File: src/sv/rcr_pkg.sv
// ============================================================================
// rcr_pkg
// Shared types and constants for the rolling capture ring.
// ============================================================================
package rcr_pkg;

    localparam int StepW    = 32;
    localparam int CountW   = 32;
    localparam int SlotW    = 5;
    localparam int FcW      = 6;
    localparam int InDataW  = 64;
    localparam int OutDataW = 72;
    localparam int OutPadW  = OutDataW - StepW - CountW - SlotW;

    localparam logic [FcW-1:0] FcReset = 6'd32;

    localparam logic ReqRecord  = 1'b0;
    localparam logic ReqReadout = 1'b1;

    localparam logic ErrNone       = 1'b0;
    localparam logic ErrIncomplete = 1'b1;

    typedef struct packed {
        logic rec;
        logic start;
        logic issue;
        logic err;
    } ctl_cmd_t;

    typedef struct packed {
        logic full;
        logic rd_last;
        logic out_valid;
    } ctl_stat_t;

endpackage

File: src/sv/rcr_ctrl.sv
// ============================================================================
// rcr_ctrl
// Request sequencer: accepts requests and steps through a read-out.
// ============================================================================
module rcr_ctrl (
    input  logic               clk,
    input  logic               rst_n,
    input  logic               in_valid,
    input  logic               in_req,
    output logic               in_ready,
    input  logic               out_ready,
    input  rcr_pkg::ctl_stat_t stat,
    output rcr_pkg::ctl_cmd_t  cmd
);
    import rcr_pkg::*;

    typedef enum logic [1:0] {
        ST_IDLE,
        ST_READ,
        ST_ERR
    } state_t;

    state_t state_reg;
    state_t state_next;
    logic   out_free;
    logic   in_fire;

    assign in_ready = (state_reg == ST_IDLE);
    assign in_fire  = in_valid & in_ready;
    assign out_free = ~stat.out_valid | out_ready;

    always_comb
    begin
        state_next = state_reg;
        cmd        = '0;
        case (state_reg)
            ST_IDLE:
            begin
                if (in_fire)
                begin
                    if (in_req == ReqRecord)
                    begin
                        cmd.rec = 1'b1;
                    end
                    else if (stat.full)
                    begin
                        cmd.start  = 1'b1;
                        state_next = ST_READ;
                    end
                    else
                    begin
                        state_next = ST_ERR;
                    end
                end
            end
            ST_READ:
            begin
                if (out_free)
                begin
                    cmd.issue = 1'b1;
                    if (stat.rd_last)
                    begin
                        state_next = ST_IDLE;
                    end
                end
            end
            ST_ERR:
            begin
                if (out_free)
                begin
                    cmd.err    = 1'b1;
                    state_next = ST_IDLE;
                end
            end
            default:
            begin
                state_next = ST_IDLE;
            end
        endcase
    end

    always_ff @(posedge clk or negedge rst_n)
    begin
        if (!rst_n)
        begin
            state_reg <= ST_IDLE;
        end
        else
        begin
            state_reg <= state_next;
        end
    end

endmodule

File: src/sv/rcr_datapath.sv
// ============================================================================
// rcr_datapath
// Capture store, ring pointers, frame count register and output register.
// ============================================================================
module rcr_datapath #(
    parameter int MAX_FRAMES = 32
) (
    input  logic                                       clk,
    input  logic                                       rst_n,
    input  logic                                       cfg_we,
    input  logic [rcr_pkg::FcW-1:0]                    cfg_data,
    input  logic [rcr_pkg::StepW-1:0]                  in_step,
    input  logic [rcr_pkg::CountW-1:0]                 in_count,
    input  rcr_pkg::ctl_cmd_t                          cmd,
    output rcr_pkg::ctl_stat_t                         stat,
    input  logic                                       out_ready,
    output logic                                       out_valid,
    output logic [rcr_pkg::StepW-1:0]                  out_step,
    output logic [rcr_pkg::CountW-1:0]                 out_count,
    output logic [rcr_pkg::SlotW-1:0]                  out_slot,
    output logic                                       out_err,
    output logic                                       out_last
);
    import rcr_pkg::*;

    localparam int AW = (MAX_FRAMES > 1) ? $clog2(MAX_FRAMES) : 1;
    localparam int CW = $clog2(MAX_FRAMES + 1);
    localparam logic [FcW:0] MaxWide = (FcW + 1)'(MAX_FRAMES);

    logic [StepW+CountW-1:0] mem [MAX_FRAMES];

    logic [FcW-1:0] fc_reg;
    logic [AW-1:0]  wp_reg;
    logic [AW-1:0]  wp_next;
    logic [CW-1:0]  ret_reg;
    logic [CW-1:0]  ret_next;
    logic [AW-1:0]  rd_idx_reg;
    logic [AW-1:0]  rd_idx_next;
    logic [CW-1:0]  rd_off_reg;
    logic [CW-1:0]  rd_off_next;
    logic           valid_reg;
    logic           valid_next;

    logic [StepW-1:0]  step_reg;
    logic [CountW-1:0] count_reg;
    logic [SlotW-1:0]  slot_reg;
    logic              err_reg;
    logic              last_reg;

    logic [FcW:0]   fc_wide;
    logic [CW-1:0]  n_eff;
    logic [CW-1:0]  wp_inc;
    logic [CW-1:0]  rd_inc;
    logic [CW-1:0]  off_inc;
    logic           do_write;

    assign fc_wide  = {1'b0, fc_reg};
    assign n_eff    = CW'((fc_wide > MaxWide) ? MaxWide : fc_wide);
    assign do_write = cmd.rec & (n_eff != '0);
    assign wp_inc   = CW'(wp_reg) + CW'(1);
    assign rd_inc   = CW'(rd_idx_reg) + CW'(1);
    assign off_inc  = rd_off_reg + CW'(1);

    assign stat.full      = (n_eff != '0) & (ret_reg == n_eff);
    assign stat.rd_last   = (off_inc == n_eff);
    assign stat.out_valid = valid_reg;

    always_comb
    begin
        wp_next     = wp_reg;
        ret_next    = ret_reg;
        rd_idx_next = rd_idx_reg;
        rd_off_next = rd_off_reg;
        valid_next  = valid_reg & ~out_ready;
        if (cfg_we)
        begin
            wp_next  = '0;
            ret_next = '0;
        end
        else if (do_write)
        begin
            wp_next = (wp_inc >= n_eff) ? '0 : AW'(wp_inc);
            if (ret_reg < n_eff)
            begin
                ret_next = ret_reg + CW'(1);
            end
        end
        if (cmd.start)
        begin
            rd_idx_next = wp_reg;
            rd_off_next = '0;
        end
        else if (cmd.issue)
        begin
            rd_idx_next = (rd_inc >= n_eff) ? '0 : AW'(rd_inc);
            rd_off_next = off_inc;
        end
        if (cmd.issue | cmd.err)
        begin
            valid_next = 1'b1;
        end
    end

    always_ff @(posedge clk or negedge rst_n)
    begin
        if (!rst_n)
        begin
            fc_reg     <= FcReset;
            wp_reg     <= '0;
            ret_reg    <= '0;
            rd_idx_reg <= '0;
            rd_off_reg <= '0;
            valid_reg  <= 1'b0;
        end
        else
        begin
            if (cfg_we)
            begin
                fc_reg <= cfg_data;
            end
            wp_reg     <= wp_next;
            ret_reg    <= ret_next;
            rd_idx_reg <= rd_idx_next;
            rd_off_reg <= rd_off_next;
            valid_reg  <= valid_next;
        end
    end

    always_ff @(posedge clk)
    begin
        if (do_write)
        begin
            mem[wp_reg] <= {in_count, in_step};
        end
    end

    always_ff @(posedge clk)
    begin
        if (cmd.issue)
        begin
            {count_reg, step_reg} <= mem[rd_idx_reg];
            slot_reg              <= SlotW'(rd_idx_reg);
            err_reg               <= ErrNone;
            last_reg              <= stat.rd_last;
        end
        else if (cmd.err)
        begin
            count_reg <= '0;
            step_reg  <= '0;
            slot_reg  <= '0;
            err_reg   <= ErrIncomplete;
            last_reg  <= 1'b1;
        end
    end

    assign out_valid = valid_reg;
    assign out_step  = step_reg;
    assign out_count = count_reg;
    assign out_slot  = slot_reg;
    assign out_err   = err_reg;
    assign out_last  = last_reg;

endmodule

File: src/sv/rolling_capture_ring.sv
// ============================================================================
// rolling_capture_ring
// Rolling ring of capture records with oldest-first read-out.
// ============================================================================
// A record is written on acceptance and the next request is taken in the following cycle.
// A read-out emits one slot per cycle, while the output is empty or being taken, from the store's
// registered read port into the output register; no new request is taken until the last slot.
// An incomplete-history read-out gives one error result once the output is free, then idles.
// Reset clears the pointers and sets the slot count to 32; the store itself is not cleared.
module rolling_capture_ring #(
    parameter int MAX_FRAMES = 32
) (
    input  logic                            clk,
    input  logic                            rst_n,
    input  logic                            s_axis_tvalid,
    output logic                            s_axis_tready,
    // step_number [31:0], particle_total [63:32]
    input  logic [rcr_pkg::InDataW-1:0]     s_axis_tdata,
    // req_type [0]
    input  logic [0:0]                      s_axis_tuser,
    output logic                            m_axis_tvalid,
    input  logic                            m_axis_tready,
    // captured_step [31:0], captured_particles [63:32], slot_index [68:64], zero [71:69]
    output logic [rcr_pkg::OutDataW-1:0]    m_axis_tdata,
    // error_code [0]
    output logic [0:0]                      m_axis_tuser,
    output logic                            m_axis_tlast,
    input  logic                            cfg_valid,
    output logic                            cfg_ready,
    input  logic [rcr_pkg::FcW-1:0]         cfg_data
);
    import rcr_pkg::*;

    ctl_cmd_t           cmd;
    ctl_stat_t          stat;
    logic [StepW-1:0]   out_step;
    logic [CountW-1:0]  out_count;
    logic [SlotW-1:0]   out_slot;
    logic               out_err;

    assign cfg_ready = 1'b1;

    rcr_ctrl u_ctrl (
        .clk       (clk),
        .rst_n     (rst_n),
        .in_valid  (s_axis_tvalid),
        .in_req    (s_axis_tuser[0]),
        .in_ready  (s_axis_tready),
        .out_ready (m_axis_tready),
        .stat      (stat),
        .cmd       (cmd)
    );

    rcr_datapath #(
        .MAX_FRAMES (MAX_FRAMES)
    ) u_datapath (
        .clk       (clk),
        .rst_n     (rst_n),
        .cfg_we    (cfg_valid & cfg_ready),
        .cfg_data  (cfg_data),
        .in_step   (s_axis_tdata[StepW-1:0]),
        .in_count  (s_axis_tdata[StepW+CountW-1:StepW]),
        .cmd       (cmd),
        .stat      (stat),
        .out_ready (m_axis_tready),
        .out_valid (m_axis_tvalid),
        .out_step  (out_step),
        .out_count (out_count),
        .out_slot  (out_slot),
        .out_err   (out_err),
        .out_last  (m_axis_tlast)
    );

    assign m_axis_tdata    = {{OutPadW{1'b0}}, out_slot, out_count, out_step};
    assign m_axis_tuser[0] = out_err;

endmodule
File: config.mk
export PLATFORM = sky130hd
export DESIGN_NAME = rolling_capture_ring
export DESIGN_NICKNAME = d
export VERILOG_FILES = /design/src/sv/rcr_pkg.sv /design/src/sv/rcr_ctrl.sv /design/src/sv/rcr_datapath.sv /design/src/sv/rolling_capture_ring.sv
export SDC_FILE = /design/constraint.sdc
export NUM_CORES = 2
export LEC_CHECK = 0
export BUFFER_PORTS_ARGS = -buffer_cell sky130_fd_sc_hd__buf_2
export CAP_MARGIN = 20
export CORE_MARGIN = 2
export CORE_UTILIZATION = 50
export CTS_CLUSTER_DIAMETER = 40
export DETAILED_ROUTE_END_ITERATION = 8
export PLACE_DENSITY_LB_ADDON = 0.15
export SLEW_MARGIN = 20
export SYNTH_ARGS = -nofsm -noshare
export SYNTH_HDL_FRONTEND = slang
export SYNTH_SLANG_ARGS = --single-unit
File: constraint.sdc
create_clock -name clk -period 11.1 [get_ports clk]
set_clock_uncertainty 0.2 [all_clocks]
set_input_delay 0.555 -clock clk [delete_from_list [all_inputs] [get_ports clk]]
set_output_delay 0.555 -clock clk [all_outputs]
set_load 0.02 [all_outputs]
# Word level (Yosys, flattened, before mapping)
# Memories as Yosys holds them, arrays and structs flattened.
# Cells that the tools add are included.
[word_totals]
ff_bits = 102
ramBits = 2048
word_cells = 83
memories = 1
[classes]
addsub = 4
order_cmp = 4
n_eq_ne = 9
muxes = 37
n_bitwise = 8
reduce_logical = 8
[memory_table]
columns = ["memory", "depth", "width", "rd", "rd_ports_with_merged_regs", "write_ports", "line", "rtl"]
rows = [
  ["u_datapath.mem", 32, 64, 1, 0, 1, "rcr_datapath.sv:30", "logic [StepW+CountW-1:0] mem [MAX_FRAMES];"],
]
[op_table]
columns = ["operator", "count"]
rows = [
  ["$mux 32", 3],
  ["$mux 5", 8],
  ["$mux 6", 6],
  ["$mux 2", 8],
  ["$add 5x1->6 const B", 2],
  ["$add 6x1->6 const B", 2],
  ["$eq 6x6->1", 2],
  ["$ge 6x6->1", 2],
  ["$mux 1", 11],
  ["$reduce_bool 2->1", 4],
  ["$gt 6x6->1 const B", 1],
  ["$lt 6x6->1", 1],
  ["$ne 2x2->1 const B", 3],
  ["$pmux 2 s3", 1],
  ["$reduce_bool 6->1", 1],
  ["$reduce_and 5->1", 1],
  ["$and 1x1->1", 4],
  ["$ne 2x1->1 const B", 2],
  ["$eq 2x1->1 const B", 1],
  ["$eq 2x2->1 const B", 1],
  ["$logic_not 2->1", 1],
  ["$not 1->1", 2],
  ["$or 1x1->1", 2],
  ["$reduce_and 2->1", 1],
]

# Depth between registers and ports, before layout
[logic_depth]
ltp_word = 11
mapped_depth = 13

# Cells and area by module
# From an unflattened synthesis, not the netlist that was laid out.
[unflattened]
cells_unflattened = 3422
hier_area_um2 = 81907.3
[modules_own_cells]
columns = ["mod", "instances", "cells_per_inst", "area_per_inst_um2", "seq_area_each_um2"]
rows = [
  ["rcr_datapath", 1, 3401, 81724.6, 64348.0],
  ["rcr_ctrl", 1, 15, 145.1, 50.0],
  ["rolling_capture_ring", 1, 6, 37.5, 0.0],
]

# Worst setup path before layout
# No wires, ideal clock.
[synth_path]
kind = "reg-to-reg"
startpoint = "reg u_datapath.valid_reg, in the netlist u_datapath.out_valid"
endpoint = "reg u_datapath.count_reg[0], in the netlist u_datapath.out_count[0], enable pin"
setup_time_ns = 0.521
t_arrival_ns = 4.385
slack_ns = 5.994
path_stages_with_launch = 5
path_buffers = 2
path_cell_list = "dfrtp_1 > nor2b_1 > clkbuf_1 > clkbuf_1 > a21oi_1"
[synth_via]
elab_chain_len = 5
[synth_rtl]
columns = ["element", "line", "rtl"]
rows = [
  ["start: declaration", "rcr_datapath.sv:41", "logic valid_reg;"],
  ["start signal: assignment", "rcr_datapath.sv:125", "valid_reg <= valid_next;"],
  ["$not 1->1 (*)", "rcr_ctrl.sv:30", "assign out_free = ~stat.out_valid | out_ready;"],
  ["$or 1x1->1 (*)", "rcr_ctrl.sv:30", ""],
  ["$mux 1 (*)", "rcr_ctrl.sv:58, rcr_ctrl.sv:69", ""],
  ["$mux 1", "rcr_ctrl.sv:36", "case (state_reg)"],
  ["$reduce_bool 2->1 (no source line) (*)", "-", ""],
  ["end signal: assignment", "rcr_datapath.sv:141", "{count_reg, step_reg} <= mem[rd_idx_reg];"],
  ["end: declaration", "rcr_datapath.sv:45", "logic [CountW-1:0] count_reg;"],
]
# Mark *: on every way between the ends. The rest lies on a longest branch, timed or not.
# A chain may end at the register's enable or synchronous reset.

# Final worst setup path
[layout_path]
startpoint = "reg u_ctrl.state_reg[1]"
endpoint = "mem u_datapath.mem[2][10] (netlist name), enable pin"
[layout_via]
elab_chain_len = 7
[layout_rtl]
columns = ["element", "line", "rtl"]
rows = [
  ["start: declaration", "rcr_ctrl.sv:23", "state_t state_reg;"],
  ["start signal: assignment", "rcr_ctrl.sv:90", "state_reg <= state_next;"],
  ["$logic_not 2->1 (*)", "rcr_ctrl.sv:28, rcr_ctrl.sv:36", ""],
  ["$and 1x1->1", "rcr_ctrl.sv:29", "assign in_fire = in_valid & in_ready;"],
  ["$mux 2", "rcr_ctrl.sv:39", "if (in_fire)"],
  ["$mux 2 (*)", "rcr_ctrl.sv:36", ""],
  ["$and 1x1->1 (*)", "rcr_datapath.sv:59", "assign do_write = cmd.rec & (n_eff != '0);"],
  ["$mux 1 (*)", "rcr_datapath.sv:131", "if (do_write)"],
  ["$mux 1 (not written as such) (*)", "rcr_datapath.sv:133", "mem[wp_reg] <= {in_count, in_step};"],
  ["end: declaration", "rcr_datapath.sv:30", ""],
]
# Marks and branches as above.

==> results.sh <==
export IMPL_outcome="complete, no violations"
export IMPL_pwr_share_comb_pct=19.5
export IMPL_async_flop_share_pct=1.44
export IMPL_fin_crit_ns=4.59
export IMPL_start_util_pct=50.3
export IMPL_final_area_mm2=0.0966
export IMPL_ant_nets=0
export IMPL_cts_setup_buffers=0
export IMPL_synth_edf_count=2118
export IMPL_end_kind="flip-flop"
export IMPL_power_switching_mw=5.91
export IMPL_dieArea_mm2=0.169
export IMPL_final_core_util_pct=58.6
export IMPL_r2r_end="u_datapath.mem[2][10]"
export IMPL_htreeDepth=5
export IMPL_maxSlewViolCount=0
export IMPL_mostFrequentLayoutCell="edfxtp_1"
export IMPL_dp_cells=6050
export IMPL_cpLargestDelayFamily="simple AND/OR/NAND/NOR gates"
export IMPL_portBuffers=148
export IMPL_finalNonFillerCells=6628
export IMPL_drt_initial_drc_count=4886
export IMPL_grt_usage_pct=24.8
export IMPL_cpPeakStageDelay_ns=0.70
export IMPL_path_class="flip-flop to flip-flop"
export IMPL_grt_max_degree=152
export IMPL_routed_via_density=6.14
export IMPL_crit_top_cell="buf_4"
export IMPL_wl_um=208000
export IMPL_tightest_slew_ns=1.14
export IMPL_rsz0062_at_grt="false"
export IMPL_fp_dieH_um=411
export IMPL_leakagePower_nw=30.9
export IMPL_fp_dieW_um=411
export IMPL_max_flop_register="u_datapath.mem"
export IMPL_drive_above_1_share_pct=26.8
export IMPL_yosysWarningCount=0
export IMPL_syn_avg_cell_area_um2=21.7
export IMPL_clk_latency_ns=0.90
export IMPL_clock_sinks=2150
export IMPL_antenna_found_initial=7
export IMPL_use_met2_pct=38.7
export IMPL_grt_pass1_wl_um=299000
export IMPL_worstSetupPathDepth=6
export IMPL_ir_drop_v=0.000229
export IMPL_p_seq_share_pct=40.9
export IMPL_place_area_mm2=0.0865
export IMPL_fin_tns_setup_ns=0
export IMPL_intPower_mw=16.7
export IMPL_gp_congestion=0.732
export IMPL_final_setup_worst_slack_ns=6.51
export IMPL_arrival_ns=4.86
export IMPL_largest_register_ffs=2048
export IMPL_hold_viol=0
export IMPL_ios=153
export IMPL_cts_repair_resized=0
export IMPL_cts_buffer_depth=4
export IMPL_r2r_slack_ns=6.51
export IMPL_grt_overflow=0
export IMPL_nets=4332
export IMPL_critPathMaxFanout=28
export IMPL_use_met3_pct=4.61
export IMPL_layout_common_cells="edfxtp_1, mux4_2, mux2i_1"
export IMPL_place_hpwl_um=100000
export IMPL_slew_headroom_pct=23.8
export IMPL_core_mm2=0.165
export IMPL_syn_area_mm2=0.0828
export IMPL_dr_total_vias=40700
export IMPL_synthCells=3820
export IMPL_synthFlopType="edfxtp_1"
export IMPL_timing_rr_start="u_ctrl.state_reg[1]"
export IMPL_startpoint_type="flip-flop"
export IMPL_drv_cap=0
export IMPL_p_per_area_mw_per_mm2=234
export IMPL_post_place_ws_ns=6.34
export IMPL_setup_viol=0
export IMPL_path_cells="or4b_4, a21oi_4, nand2_1, nor2_4, buf_4, buf_4"
export IMPL_r2r_cells=6
export IMPL_fillers=11900
export IMPL_yosys_cell_types_count=65
export IMPL_crit_buf_inv=2
export IMPL_maxClockFrequency_mhz=218
export IMPL_cts_tree="yes"
export IMPL_min_path_type="input pin to asynchronous set/reset pin"
export IMPL_cts_buffers=289
export IMPL_cts_reportedPaths_clkPinSlew_ns=0.05
export IMPL_use_met1_pct=36.9
export IMPL_num_rows=149
export IMPL_busiest_layer="met2"
export IMPL_drc=0
export IMPL_clkPwrFrac_pct=39.6
export IMPL_yosysSeqAreaShare_pct=77.7
export IMPL_wire_per_inst_um=31.4
export IMPL_area_growth_pct=16.6
export IMPL_grt_pass1_vias=41000
export IMPL_swShare_pct=26.2
export IMPL_cts_hold_buf=81
export IMPL_cp_required_ns=11.37
export IMPL_crit_slowest_cell="buf_4"
export IMPL_ctsRootBufferMaster="clkbuf_16"
export IMPL_ys_seq_elements=2150
export IMPL_post_route_period_util_pct=41.4
export IMPL_dr_pass1_iters=5
[synthesized netlist by cell type (all sizes together) (10+ instances only)]
cell type | n | area, um2
edfxtp | 2118 | 63600
mux4 | 440 | 9910
mux2i | 339 | 3390
nor2 | 118 | 443
buf | 111 | 561
o22ai | 111 | 694
clkbuf | 96 | 360
nand2 | 95 | 357
or2 | 44 | 275
o21ai | 35 | 175
a21oi | 30 | 161
dfrtp | 30 | 751
mux2 | 24 | 270
ha | 23 | 288
o221ai | 17 | 149
a2111oi | 15 | 138
a211o | 14 | 123
nor2b | 14 | 87.6
inv | 13 | 48.8
nand3 | 13 | 65.1
xnor2 | 10 | 87.6
[routing by layer]
layer | wire, um | up-vias
met2 | 99200 | 1630
li1 | - | 16800
met3 | 15300 | 281
met5 | 77 | -
met1 | 90100 | 22000
met4 | 3390 | 12
[power by group through the flow]
stage	combinational (mW)	clock, mW	sequential [mW]
after global routing	4.72	9.41	9.24
after floorplan	3.31	0	9.38
final	4.40	8.93	9.23
after detailed placement	4.44	0	9.39
after CTS	4.48	9.08	9.23
after global placement	4.43	0	9.39
[per-stage QoR]
step	hold WS (ns)	power, mW
after floorplan	0.0594	12.7
after global placement	0.313	13.8
after detailed placement	0.302	13.8
after CTS	0.0457	22.8
after global routing	0.0767	23.4
final	0.0880	22.6
[final cells by class]
class | count | area [um2] | area share [%]
Timing Repair Buffer | 327 | 2350 | 2.44
Tap cell | 2189 | 2740 | 2.84
Antenna cell | 3 | 7.51 | 0.00777
Clock inverter | 162 | 1690 | 1.75
Sequential cell | 2150 | 64400 | 66.7
Clock buffer | 332 | 7540 | 7.81
Inverter | 13 | 48.8 | 0.0505
Multi-Input combinational cell | 1452 | 17800 | 18.4
[kinds of logic after synthesis]
kind of cell,share of synthesized area [%]
AOI/OAI and AO/OA,2.19
xor gates and xnor gates,0.236
adders and majority gates,0.347
buffers and inverters,1.17
DFF,77.7
muxes,16.4
other,0.00907
and+or+nand+nor,1.93
[how the worst max path moves through the flow]
stage / from / endpoint
after floorplan: u_datapath.out_valid / u_datapath.out_count[0]
after global placement: s_axis_tuser / u_datapath.mem[21][62]
after detailed placement: s_axis_tuser / u_datapath.mem[2][28]
after CTS: u_datapath.rd_idx_reg[0] / u_datapath.out_count[23]
after global routing: u_datapath.rd_idx_reg[0] / u_datapath.out_count[23]
final: u_ctrl.state_reg[1] / u_datapath.mem[2][10]
(Power assumes the default switching activity.)
